`src/hw/rtl/dps_pkg.sv`:
```
`default_nettype none
package dps_pkg;

  localparam int MAX_DASHES = 8;
  localparam int DASH_BITS  = 8;

  // field and register widths
  localparam int CFG_W     = 64;
  localparam int CFG_IDX_W = 1;
  localparam int ENTRIES_W = 4;
  localparam int DIST_W    = 16;
  localparam int IDX_W     = 3;
  localparam int OFS_W     = 8;
  localparam int CNT_W     = 16;
  localparam int LEN_W     = 8;
  localparam int TOTAL_W   = $clog2(MAX_DASHES * ((1 << DASH_BITS) - 1) + 1);
  localparam int REM_W     = DIST_W + 1;
  localparam int MOD_BITS  = REM_W;
  localparam int MODCNT_W  = $clog2(MOD_BITS);

  localparam logic [LEN_W-1:0]     LEN_MASK      = LEN_W'((1 << DASH_BITS) - 1);
  localparam logic [ENTRIES_W-1:0] ENTRIES_RESET = ENTRIES_W'(2);

  typedef enum logic [CFG_IDX_W-1:0] {
    REG_DASH_LENGTHS = 1'b0,
    REG_DASH_ENTRIES = 1'b1
  } cfg_reg_e;

  typedef struct packed {
    logic [DIST_W-1:0] distance;
    logic              restart;
  } in_word_t;

  typedef struct packed {
    logic [IDX_W-1:0] dash_position;
    logic [OFS_W-1:0] offset_in_dash;
    logic [CNT_W-1:0] dashes_passed;
    logic             pattern_error;
  } out_word_t;

  typedef struct packed {
    logic accept;
    logic step;
    logic mod_init;
    logic mod_step;
    logic walk_step;
    logic out_load;
  } dp_cmd_t;

  typedef struct packed {
    logic zero_total;
    logic fits;
    logic rem_ge_total;
    logic mod_last;
    logic walk_hit;
  } dp_status_t;

  function automatic logic [ENTRIES_W-1:0] count_eff(input logic [ENTRIES_W-1:0] entries);
    logic [ENTRIES_W-1:0] c;
    if (entries == '0) begin
      c = ENTRIES_W'(1);
    end else if (entries > ENTRIES_W'(MAX_DASHES)) begin
      c = ENTRIES_W'(MAX_DASHES);
    end else begin
      c = entries;
    end
    return c;
  endfunction

  function automatic logic [LEN_W-1:0] dash_len(input logic [CFG_W-1:0] lengths,
                                               input logic [IDX_W-1:0] idx);
    return lengths[{idx, 3'b000} +: LEN_W] & LEN_MASK;
  endfunction

  function automatic logic [IDX_W-1:0] next_entry(input logic [IDX_W-1:0]     idx,
                                                 input logic [ENTRIES_W-1:0] cnt);
    logic [ENTRIES_W-1:0] n;
    n = {1'b0, idx} + ENTRIES_W'(1);
    return (n >= cnt) ? '0 : n[IDX_W-1:0];
  endfunction

endpackage
`default_nettype wire

```
`src/hw/rtl/dps_ctrl.sv`:
```
`default_nettype none
module dps_ctrl (
  input  wire logic            clk_i,
  input  wire logic            rst_ni,
  input  wire logic            in_valid_i,
  output logic                 in_stall_o,
  output logic                 out_valid_o,
  input  wire logic            out_stall_i,
  input  dps_pkg::dp_status_t  status_i,
  output dps_pkg::dp_cmd_t     cmd_o
);
  import dps_pkg::*;

  typedef enum logic [2:0] {
    S_IDLE,
    S_STEP,
    S_CHECK,
    S_MOD,
    S_WALK,
    S_DONE
  } state_e;

  state_e state_q, state_d;
  logic   out_valid_q, out_valid_d;

  always_comb begin
    state_d = state_q;
    cmd_o   = '0;
    unique case (state_q)
      S_IDLE: begin
        cmd_o.accept = in_valid_i;
        if (in_valid_i) begin
          state_d = S_STEP;
        end
      end
      S_STEP: begin
        cmd_o.step = 1'b1;
        state_d    = (status_i.zero_total || status_i.fits) ? S_DONE : S_CHECK;
      end
      S_CHECK: begin
        if (status_i.rem_ge_total) begin
          cmd_o.mod_init = 1'b1;
          state_d        = S_MOD;
        end else begin
          state_d = S_WALK;
        end
      end
      S_MOD: begin
        cmd_o.mod_step = 1'b1;
        if (status_i.mod_last) begin
          state_d = S_WALK;
        end
      end
      S_WALK: begin
        cmd_o.walk_step = 1'b1;
        if (status_i.walk_hit) begin
          state_d = S_DONE;
        end
      end
      S_DONE: begin
        // load once the output register is empty or draining this cycle
        if (!out_valid_q || !out_stall_i) begin
          cmd_o.out_load = 1'b1;
          state_d        = S_IDLE;
        end
      end
      default: state_d = S_IDLE;
    endcase
  end

  always_comb begin
    out_valid_d = out_valid_q;
    if (cmd_o.out_load) begin
      out_valid_d = 1'b1;
    end else if (!out_stall_i) begin
      out_valid_d = 1'b0;
    end
  end

  always_ff @(posedge clk_i or negedge rst_ni) begin
    if (!rst_ni) begin
      state_q     <= S_IDLE;
      out_valid_q <= 1'b0;
    end else begin
      state_q     <= state_d;
      out_valid_q <= out_valid_d;
    end
  end

  assign in_stall_o  = (state_q != S_IDLE);
  assign out_valid_o = out_valid_q;

endmodule
`default_nettype wire

```
`src/hw/rtl/dps_datapath.sv`:
```
`default_nettype none
module dps_datapath (
  input  wire logic                           clk_i,
  input  wire logic                           rst_ni,
  input  wire logic                           cfg_we_i,
  input  wire logic [dps_pkg::CFG_IDX_W-1:0]  cfg_index_i,
  input  wire logic [dps_pkg::CFG_W-1:0]      cfg_data_i,
  input  dps_pkg::in_word_t                   in_word_i,
  input  dps_pkg::dp_cmd_t                    cmd_i,
  output dps_pkg::dp_status_t                 status_o,
  output dps_pkg::out_word_t                  out_word_o
);
  import dps_pkg::*;

  // configuration
  logic [CFG_W-1:0]     dash_lengths_q;
  logic [ENTRIES_W-1:0] dash_entries_q;
  logic [ENTRIES_W-1:0] cnt_eff;
  logic [TOTAL_W-1:0]   total_q, total_d;

  // architectural state
  logic [IDX_W-1:0] entry_q;
  logic [OFS_W-1:0] offset_q;
  logic [CNT_W-1:0] counter_q;
  logic             err_q;

  // working registers
  logic [DIST_W-1:0]   dist_q;
  logic [IDX_W-1:0]    idx_q;
  logic [CNT_W-1:0]    cnt_q;
  logic [REM_W-1:0]    rem_q;
  logic [REM_W-1:0]    div_q;
  logic [TOTAL_W-1:0]  mod_r_q;
  logic [MODCNT_W-1:0] bit_q;
  out_word_t           out_q;

  // accept path
  logic [IDX_W-1:0] e_in;
  logic [OFS_W-1:0] o_in;
  logic [CNT_W-1:0] c_in;

  // first step
  logic [LEN_W-1:0] len_cur;
  logic [REM_W-1:0] sum;
  logic             fits;

  // modulo step
  logic [TOTAL_W:0] mod_t;
  logic [TOTAL_W:0] mod_n;

  // walk
  logic [LEN_W-1:0] len_w;
  logic             walk_hit;

  assign cnt_eff = count_eff(dash_entries_q);

  always_comb begin
    total_d = '0;
    for (int i = 0; i < MAX_DASHES; i++) begin
      if (ENTRIES_W'(i) < cnt_eff) begin
        total_d = total_d + TOTAL_W'(dash_len(dash_lengths_q, IDX_W'(i)));
      end
    end
  end

  always_comb begin
    e_in = in_word_i.restart ? '0 : entry_q;
    o_in = in_word_i.restart ? '0 : offset_q;
    c_in = in_word_i.restart ? '0 : counter_q;
    // entry count lowered under us: fall back to the first dash
    if ({1'b0, e_in} >= cnt_eff) begin
      e_in = '0;
      o_in = '0;
    end
  end

  assign len_cur  = dash_len(dash_lengths_q, entry_q);
  assign sum      = REM_W'(offset_q) + REM_W'(dist_q);
  assign fits     = sum < REM_W'(len_cur);

  assign mod_t    = {mod_r_q, div_q[REM_W-1]};
  assign mod_n    = (mod_t >= {1'b0, total_q}) ? mod_t - {1'b0, total_q} : mod_t;

  assign len_w    = dash_len(dash_lengths_q, idx_q);
  assign walk_hit = rem_q < REM_W'(len_w);

  always_ff @(posedge clk_i or negedge rst_ni) begin
    if (!rst_ni) begin
      dash_lengths_q <= '0;
      dash_entries_q <= ENTRIES_RESET;
      total_q        <= '0;
      entry_q        <= '0;
      offset_q       <= '0;
      counter_q      <= '0;
      err_q          <= 1'b0;
      bit_q          <= '0;
    end else begin
      total_q <= total_d;
      if (cfg_we_i) begin
        unique case (cfg_index_i)
          REG_DASH_LENGTHS: dash_lengths_q <= cfg_data_i;
          REG_DASH_ENTRIES: dash_entries_q <= cfg_data_i[ENTRIES_W-1:0];
          default: ;
        endcase
      end
      if (cmd_i.accept) begin
        entry_q   <= e_in;
        offset_q  <= o_in;
        counter_q <= c_in;
      end
      if (cmd_i.step) begin
        err_q <= (total_q == '0);
        if (total_q != '0 && fits) begin
          offset_q <= sum[OFS_W-1:0];
        end
      end
      if (cmd_i.mod_init) begin
        bit_q <= '0;
      end else if (cmd_i.mod_step) begin
        bit_q <= bit_q + MODCNT_W'(1);
      end
      if (cmd_i.walk_step && walk_hit) begin
        entry_q   <= idx_q;
        offset_q  <= rem_q[OFS_W-1:0];
        counter_q <= cnt_q;
      end
    end
  end

  always_ff @(posedge clk_i) begin
    if (cmd_i.accept) begin
      dist_q <= in_word_i.distance;
    end
    if (cmd_i.step) begin
      // leave the current dash, remainder carried into the walk
      rem_q <= sum - REM_W'(len_cur);
      cnt_q <= counter_q + CNT_W'(1);
      idx_q <= next_entry(entry_q, cnt_eff);
    end
    if (cmd_i.mod_init) begin
      div_q   <= rem_q;
      mod_r_q <= '0;
    end
    if (cmd_i.mod_step) begin
      div_q   <= {div_q[REM_W-2:0], 1'b0};
      mod_r_q <= mod_n[TOTAL_W-1:0];
      if (bit_q == MODCNT_W'(MOD_BITS - 1)) begin
        rem_q <= REM_W'(mod_n[TOTAL_W-1:0]);
      end
    end
    if (cmd_i.walk_step && !walk_hit) begin
      rem_q <= rem_q - REM_W'(len_w);
      cnt_q <= cnt_q + CNT_W'(1);
      idx_q <= next_entry(idx_q, cnt_eff);
    end
    if (cmd_i.out_load) begin
      out_q.dash_position  <= entry_q;
      out_q.offset_in_dash <= offset_q;
      out_q.dashes_passed  <= counter_q;
      out_q.pattern_error  <= err_q;
    end
  end

  assign status_o.zero_total   = (total_q == '0);
  assign status_o.fits         = fits;
  assign status_o.rem_ge_total = (REM_W'(total_q) <= rem_q);
  assign status_o.mod_last     = (bit_q == MODCNT_W'(MOD_BITS - 1));
  assign status_o.walk_hit     = walk_hit;

  assign out_word_o = out_q;

endmodule
`default_nettype wire

```
`src/hw/rtl/dash_pattern_stepper.sv`:
```
// sequence: accept, first step, then the result register when the step stays in the current dash
// or the pattern sums to zero; otherwise a check, the bit-serial modulo by the pattern total when
// the leftover distance reaches it (one remainder bit per cycle), then a walk of one to eight dashes
// throughput: one word at a time, next word accepted the cycle after the result register loads
// reset: dash lengths 0, two entries in use, dash index, offset and counter all zero
`default_nettype none
module dash_pattern_stepper (
  input  wire logic                           clk_i,
  input  wire logic                           rst_ni,
  // configuration write port
  input  wire logic                           cfg_we_i,
  input  wire logic [dps_pkg::CFG_IDX_W-1:0]  cfg_index_i,
  input  wire logic [dps_pkg::CFG_W-1:0]      cfg_data_i,
  // input words
  input  wire logic                           in_valid_i,
  output logic                                in_stall_o,
  input  dps_pkg::in_word_t                   in_word_i,
  // result words
  output logic                                out_valid_o,
  input  wire logic                           out_stall_i,
  output dps_pkg::out_word_t                  out_word_o
);
  import dps_pkg::*;

  // command and status between the sequencer and the datapath
  dp_cmd_t    cmd;
  dp_status_t status;

  // sequencer: accept, first step, modulo, dash walk, hand-off to output register
  dps_ctrl u_ctrl (
    .clk_i       (clk_i),
    .rst_ni      (rst_ni),
    .in_valid_i  (in_valid_i),
    .in_stall_o  (in_stall_o),
    .out_valid_o (out_valid_o),
    .out_stall_i (out_stall_i),
    .status_i    (status),
    .cmd_o       (cmd)
  );

  // datapath: config registers, pattern total, dash state, shift-subtract remainder,
  // one-dash-per-cycle walker and the output register
  dps_datapath u_datapath (
    .clk_i       (clk_i),
    .rst_ni      (rst_ni),
    .cfg_we_i    (cfg_we_i),
    .cfg_index_i (cfg_index_i),
    .cfg_data_i  (cfg_data_i),
    .in_word_i   (in_word_i),
    .cmd_i       (cmd),
    .status_o    (status),
    .out_word_o  (out_word_o)
  );

endmodule
`default_nettype wire

```
`config.mk`:
```
export PLATFORM = sky130hd
export DESIGN_NAME = dash_pattern_stepper
export DESIGN_NICKNAME = d
export VERILOG_FILES = /design/src/hw/rtl/dps_pkg.sv /design/src/hw/rtl/dps_ctrl.sv /design/src/hw/rtl/dps_datapath.sv /design/src/hw/rtl/dash_pattern_stepper.sv
export SDC_FILE = /design/constraint.sdc
export NUM_CORES = 1
export LEC_CHECK = 0
export BUFFER_PORTS_ARGS = -buffer_cell sky130_fd_sc_hd__buf_2
export CORE_AREA = 2 2 217 219
export DETAILED_ROUTE_END_ITERATION = 10
export DIE_AREA = 0 0 219 221
export PLACE_DENSITY = 0.58
export SLEW_MARGIN = 20
export SYNTH_ARGS = -nofsm -noshare
export SYNTH_HDL_FRONTEND = slang
export SYNTH_HIERARCHICAL = 1
export SYNTH_SLANG_ARGS = --single-unit
export TNS_END_PERCENT = 20
```
`constraint.sdc`:
```
create_clock -name clk_i -period 19.9 [get_ports clk_i]
set_input_delay 3.98 -clock clk_i [delete_from_list [all_inputs] [get_ports clk_i]]
set_output_delay 3.98 -clock clk_i [all_outputs]
set_load 0.005 [all_outputs]
```
==> impl_metrics.tcl, run 1 <==
set metrics [dict create \
    status "finished, final reports clean" \
    fin_setup_tns_ps 0 \
    cts_max_path_buffers 3 \
    antenna_left 0 \
    tritoncts "built" \
    netlist_area_um2 15900 \
    yosys-top-cells-count "183 x nand2_1, 118 x ha_1, 115 x dfrtp_1" \
    fin_nets 1928 \
    worst_pin_slew_ps 1010 \
    hold_violations 0 \
    clock_skew_ps 19.2 \
    crit_buf_inv 3 \
    path_class "flip-flop to flip-flop" \
    cp_common_cell "ha_1" \
    path_delay_family "compound AO/OA/AOI/OAI gates" \
    hpwl_um 31900 \
    synthArstFlopShare_pct 51.8 \
    crit_required_ps 20370 \
    grt_pass1_vias 12600 \
    worstSetupStartpointType "flip-flop" \
    avgSynthCellArea_um2 9.81 \
    hold_class "flip-flop to flip-flop" \
    synth-seq-cells 224 \
    grt_start_max_net_pins 71 \
    finalSetupViolCount 0 \
    wirelength_um 41900 \
    start_util_pct 34.6 \
    worst_skew_pair.late_latency_ps 560 \
    area_growth_pct 12.7 \
    period_needed_ps 9220 \
    antenna_found_initial 1 \
    r2r-start "u_datapath/dash_entries_q[3]$_DFFE_PN0P_" \
    cts_htree_levels 1 \
    synth_cells 1623 \
    dieArea_um2 48400 \
    ios 117 \
    hold_buffers 0 \
    cts_made_buffers 25 \
    max_freq_ghz 0.108 \
    cts_resized 0 \
    cpMaxStageDelayCell "nor3_2" \
    routabilityCongestion 0.889 \
    arrival_ps 9690 \
    drive_gt1_share_pct 18.6 \
    yosysUniqueCellTypes 89 \
    grt_overflow_total 0 \
    insertedDiodeCount 0 \
    synth_largest_area_cell "dfrtp_1" \
    placeableCoreArea_um2 46100 \
    postCtsSetupBuffers 0 \
    hold_path_startpoint "u_datapath/err_q$_DFFE_PN0P_" \
    synth_area_leaders "dfrtp_1 18%, edfxtp_1 17%, ha_1 9.3%" \
    r2r-end "u_datapath/total_q[10]$_DFF_PN0_" \
    max_cap_violations 0 \
    hold_path_end "u_datapath/out_word_o[0]$_DFFE_PP_" \
    min_period_over_period_pct 46.3 \
    placed_area_um2 17100 \
    synth_edf_count 90 \
    yosysTopAreaCellShare_pct 18.1 \
    clockRootBuffer "clkbuf_16" \
    grt_pass1_wl_um 67700 \
    cp_max_fo 21 \
    fillCellCount 4594 \
    rrSetupSlack_ps 10680 \
    io_buffers 116 \
    worst-path-stages 38 \
    vias 12400 \
    final_cell_area_um2 17900 \
    avgRoutedWirePerCell_um 17.9 \
    timing.reg2reg.worst_path_depth 38 \
    yosysWarnings 6 \
    rows 79 \
    clk_pin_slew_ps 70 \
    hold_path_depth 0 \
    drv_slew 0 \
    die_h_um 221 \
    critPathCaptureType "flip-flop" \
    grtUsageTotal_pct 17.5 \
    syn_nets 1839 \
    numClockSinks 224 \
    ys_seq_area_share_pct 37.5 \
    fp.dieW_um 219 \
    rsz0062_at_grt "false" \
    drt_iter0_drc 590 \
    synth_ff_type "dfrtp_1" \
    via_per_inst 5.30 \
    route.detailed.drc 0 \
    cp_slowest_stage_delay_ps 730 \
    slew_headroom_pct 31.8 \
    yosysMostFrequentCell "nand2_1" \
    drtPass1Iterations 5 \
]
## layout by cell type, fill, tap and decap left out, types with 8 or more instances in the layout
| cell | n |
|---|---|
| mux4_2 | 32 |
| buf_4 | 16 |
| a21o_1 | 21 |
| a211oi_1 | 16 |
| xnor2_1 | 54 |
| o31ai_1 | 9 |
| a21oi_1 | 75 |
| inv_1 | 95 |
| dfrtp_1 | 115 |
| nand2_1 | 182 |
| a31oi_1 | 8 |
| o21a_1 | 24 |
| fa_1 | 11 |
| nand4_1 | 12 |
| mux2i_1 | 44 |
| o211ai_1 | 12 |
| a21boi_0 | 13 |
| edfxtp_1 | 90 |
| dfxtp_1 | 18 |
| nor2b_1 | 31 |
| nor2_1 | 104 |
| nand2b_1 | 16 |
| buf_2 | 115 |
| o21ai_0 | 110 |
| ha_1 | 118 |
| mux2_2 | 81 |
| o21bai_1 | 8 |
| xor2_1 | 33 |
| o21ai_1 | 13 |
| and2_1 | 19 |
| nor3_1 | 19 |
| or2_2 | 8 |
| clkbuf_16 | 25 |
| nand3_1 | 37 |
## registers in the layout, indices dropped and copies added, names as in the netlist, 8 cells and up
| signal | count |
|---|---|
| u_datapath/cnt_q | 16 |
| u_datapath/counter_q | 16 |
| u_datapath/dash_lengths_q | 64 |
| u_datapath/dist_q | 16 |
| u_datapath/div_q | 17 |
| u_datapath/mod_r_q | 11 |
| u_datapath/offset_q | 8 |
| u_datapath/out_word_o | 28 |
| u_datapath/rem_q | 17 |
| u_datapath/total_q | 11 |
## worst max path at each step
stage	endpoint	from	slack (ps)
detailed placement	u_datapath/total_q[10]$_DFF_PN0_	u_datapath/dash_entries_q[3]$_DFFE_PN0P_	10840
CTS	u_datapath/total_q[10]$_DFF_PN0_	u_datapath/dash_entries_q[3]$_DFFE_PN0P_	10770
floorplan	u_datapath/total_q[10]$_DFF_PN0_	u_datapath/dash_entries_q[3]$_DFFE_PN0P_	12210
global placement	u_datapath/total_q[10]$_DFF_PN0_	u_datapath/dash_entries_q[3]$_DFFE_PN0P_	11170
global route	u_datapath/total_q[10]$_DFF_PN0_	u_datapath/dash_entries_q[3]$_DFFE_PN0P_	9950
finish	u_datapath/total_q[10]$_DFF_PN0_	u_datapath/dash_entries_q[3]$_DFFE_PN0P_	10680
## metal layers
layer	vias up	GRT usage (%)	routed length, um
met3	69	2.28	1840
met2	288	28.8	19600
met5	-	0	0
met4	0	4.73	1080
li1	6057	-	-
met1	5988	24.1	19300
## kinds of logic (layout without fill, tap and decap cells)
| group | after synthesis | after routing | share of synthesized area (%) |
|---|---|---|---|
| and+or+nand+nor | 478 | 478 | 14.3 |
| AOI/OAI and AO/OA | 378 | 378 | 15.2 |
| DFF | 224 | 224 | 37.5 |
| buffers and inverters | 166 | 274 | 4.15 |
| muxes | 159 | 159 | 13.2 |
| adders and majority gates | 129 | 129 | 10.7 |
| xor gates and xnor gates | 89 | 89 | 4.99 |
## stage by stage
step           instances  utilization (%)  setup slack (ps)  hold WS [ps]
6_report            2338             38.9             10680           449
3_5_place_dp        2292             37.2             10840           437
5_1_grt             2338             38.9              9950           477
4_1_cts             2338             38.9             10770           450
2_1_floorplan       1623                -             12210           421
3_3_place_gp        2292             37.2             11170           433
## worst register-to-register path: cells and delay by family (launching register included)
family	cells	cell delay, ps
xor+xnor	3	420
buf+inv	3	280
simple gates	3	1090
flops	1	680
compound gates	18	3380
mux	4	1070
fa+ha+maj	7	2210
## area by class of cell
class                      count  area [um^2]  share of cell area [%]
sequential                   224         5970                    33.3
clock buffer                  34          679                    3.79
tap                          607          759                    4.23
timing repair buffer         132          707                    3.94
clock inverter                12          134                   0.746
inverter                      96          360                    2.01
multi-input combinational   1233         9330                    52.0
Power of run 1 is left out: the tool's default activity adds up to more than one toggle a clock period on the data nets, which glitch-free logic cannot reach.
==> run 2: changes to the inputs <==
Settings changed: ABC_AREA set to 1, CORE_AREA 2 2 217 219 to 2 2 220 222, DIE_AREA 0 0 219 221 to 0 0 222 224.
Clock period 19.9 ns to 9.1 ns, I/O delays scaled along.
==> run 2 against run 1 <==
Against the previous run: area after synthesis increased by 3.4%; routed wire length is 15% higher; final cell count increased by 22%; non-clock buffer count decreased by 5; clock skew is 1.8 ps higher; worst hold slack got worse by 5.3 ps; sequential share of layout area fell by 1.0 points; final area up 3.2%.
==> impl_metrics.tcl, run 2 <==
set metrics [dict create \
    status "finished, final reports clean" \
    clk_pin_slew_ps 60 \
    cp_common_cell "nand2_1" \
    routabilityCongestion 0.901 \
    syn_nets 2353 \
    path_class "flip-flop to flip-flop" \
    fin_setup_tns_ps 0 \
    antenna_left 0 \
    pre_cts_ws_ps 1080 \
    met1_usage_pct 25.7 \
    rows 80 \
    peakVddDrop_mv 0.164 \
    worstSetupStartpointType "flip-flop" \
    synth_edf_count 90 \
    cp_slowest_stage_delay_ps 480 \
    drtPass1Iterations 6 \
    timing.final.ws_setup_ps 975 \
    cts_made_buffers 27 \
    grt_start_max_net_pins 91 \
    antenna_found_initial 0 \
    netlist_area_um2 16500 \
    placeableCoreArea_um2 47300 \
    period_needed_ps 8130 \
    hold_buffers 0 \
    route.detailed.drc 0 \
    cts_htree_levels 1 \
    yosysUniqueCellTypes 62 \
    grt_pass1_vias 14500 \
    finalNonFillerCells 2858 \
    p_leak_nw 9.02 \
    fin_nets 2438 \
    synth-seq-cells 224 \
    clockRootBuffer "clkbuf_16" \
    finalSetupViolCount 0 \
    largest_reg_flops 64 \
    synthArstFlopShare_pct 51.8 \
    p_per_area_nw_per_um2 419 \
    postCtsSetupBuffers 0 \
    area_growth_pct 12.5 \
    min_period_over_period_pct 89.3 \
    hpwl_um 37000 \
    ios 117 \
    dp_cells 2808 \
    cts_max_path_buffers 3 \
    start_util_pct 34.8 \
    worst_pin_slew_ps 1050 \
    busiest_layer "met2" \
    arrival_ps 8590 \
    synth_largest_area_cell "dfrtp_1" \
    yosysWarnings 6 \
    hold_violations 0 \
    yosysTopAreaCellShare_pct 17.5 \
    crit_required_ps 9570 \
    wirelength_um 48200 \
    grt_pass1_wl_um 77100 \
    max_freq_ghz 0.123 \
    ys_seq_area_share_pct 36.2 \
    cts_resized 0 \
    avgRoutedWirePerCell_um 16.9 \
    grt_overflow_total 0 \
    synth_cells 2137 \
    max_cap_violations 0 \
    via_per_inst 5.14 \
    post-route-util_pct 39.1 \
    die_h_um 224 \
    io_buffers 116 \
    clock_skew_ps 21.0 \
    drv_slew 0 \
    yosys-top-cells-count "464 x nand2_1, 290 x inv_1, 179 x o21ai_0" \
    slew_headroom_pct 29.8 \
    crit_buf_inv 9 \
    yosysMostFrequentCell "nand2_1" \
    cpMaxStageDelayCell "fa_1" \
    regMostFlops "u_datapath/dash_lengths_q" \
    drive_gt1_share_pct 14.0 \
    synth_area_leaders "dfrtp_1 17%, edfxtp_1 16%, nand2_1 11%" \
    grtUsageTotal_pct 19.4 \
    critPathCaptureType "flip-flop" \
    worst_skew_pair.late_latency_ps 580 \
    use_met2_pct 32.8 \
    numClockSinks 224 \
    use_met3_pct 2.51 \
    path_delay_family "adder cells" \
    vias 14700 \
    final_common_cell "nand2_1" \
    fp.dieW_um 222 \
    insertedDiodeCount 0 \
    avgSynthCellArea_um2 7.70 \
    drt_iter0_drc 1042 \
    hold_class "flip-flop to flip-flop" \
    dieArea_um2 49700 \
    final_cell_mix "463 x nand2_1, 290 x inv_1, 179 x o21ai_0" \
    tritoncts "built" \
    rsz0062_at_grt "false" \
    synth_ff_type "dfrtp_1" \
    cp_max_fo 23 \
]
run 2: cell types whose count changed after synthesis, moves of 32 or more:
cell and delta:
a21oi_1 +88, mux2_2 -43, inv_1 +195, mux4_2 -32, nand2_1 +281, mux2i_1 -44
nor2_1 +33, o21ai_0 +69, xnor2_1 -39, nor2b_1 -32, nand3_1 +88
run 2: cells by family (layout without fill, tap and decap cells):
family | Yosys count | after routing | share of synthesized area (%)
and+or+nand+nor | 851 | 851 | 22.9
AOI/OAI and AO/OA | 463 | 463 | 16.0
buffers and inverters | 375 | 481 | 8.85
DFF | 224 | 224 | 36.2
adders and majority gates | 129 | 129 | 10.3
xor gates and xnor gates | 57 | 57 | 3.17
muxes | 38 | 38 | 2.60
run 2: metrics by stage:
| stage | cell area (um^2) | power, mW | hold WS [ps] |
|---|---|---|---|
| detailed placement | 17600 | 6.59 | 431 |
| global route | 18500 | 8.57 | 460 |
| finish | 18500 | 7.76 | 443 |
| global placement | 17600 | 6.51 | 435 |
| CTS | 18500 | 7.75 | 444 |
| floorplan | 16500 | 5.39 | 425 |
run 2: area by class of cell:
| type | instances | area, um^2 |
|---|---|---|
| clock inverter | 17 | 186 |
| fill | 4888 | 28800 |
| multi-input combinational | 1538 | 9060 |
| inverter | 304 | 1140 |
| sequential | 224 | 5970 |
| tap | 615 | 769 |
| timing repair buffer | 127 | 666 |
| clock buffer | 33 | 728 |
run 2: where the power goes:
group / internal, mW / leakage [nW] / total [mW] / switching [mW]
clock: 0.658 / 0.453 / 1.12 / 0.462
sequential: 1.46 / 2.42 / 1.74 / 0.276
combinational: 1.77 / 6.15 / 4.90 / 3.14
total: 3.88 / 9.02 / 7.76 / 3.87
run 2: final timing paths:
path | slack [ps] | cells after the start | end | start
setup / recovery | 970 | 42 | u_datapath/total_q[10]$_DFF_PN0_ | u_datapath/dash_entries_q[3]$_DFFE_PN0P_
hold / removal | 440 | 0 | u_datapath/out_word_o[11]$_DFFE_PP_ | u_datapath/counter_q[10]$_DFFE_PN0P_
setup reg to reg | 970 | 42 | u_datapath/total_q[10]$_DFF_PN0_ | u_datapath/dash_entries_q[3]$_DFFE_PN0P_
hold reg to reg | 440 | 0 | u_datapath/out_word_o[11]$_DFFE_PP_ | u_datapath/counter_q[10]$_DFFE_PN0P_
max in group asynchronous | 6390 | 2 | u_datapath/dash_lengths_q[58]$_DFFE_PN0P_ | rst_ni
min in group asynchronous | 1330 | 1 | u_datapath/counter_q[13]$_DFFE_PN0P_ | rst_ni
run 2: per-layer routing:
metal	vias up	share of wire, %	wire length (um)
met3	104	4.8	2300
met2	375	46	22200
met4	0	3.5	1670
met1	6922	46	22100
met5	-	0	0
li1	7297	-	-
run 2: worst reg2reg max path, delay by kind of cell, from the launching register on:
family                     cells  cell delay [ps]
AOI/OAI and AO/OA              9             1750
buffers and inverters          9             1030
DFF                            1              470
and+or+nand+nor               16             1840
xor gates and xnor gates       1              160
adders and majority gates      7             2770
(Power assumes the default switching activity.)
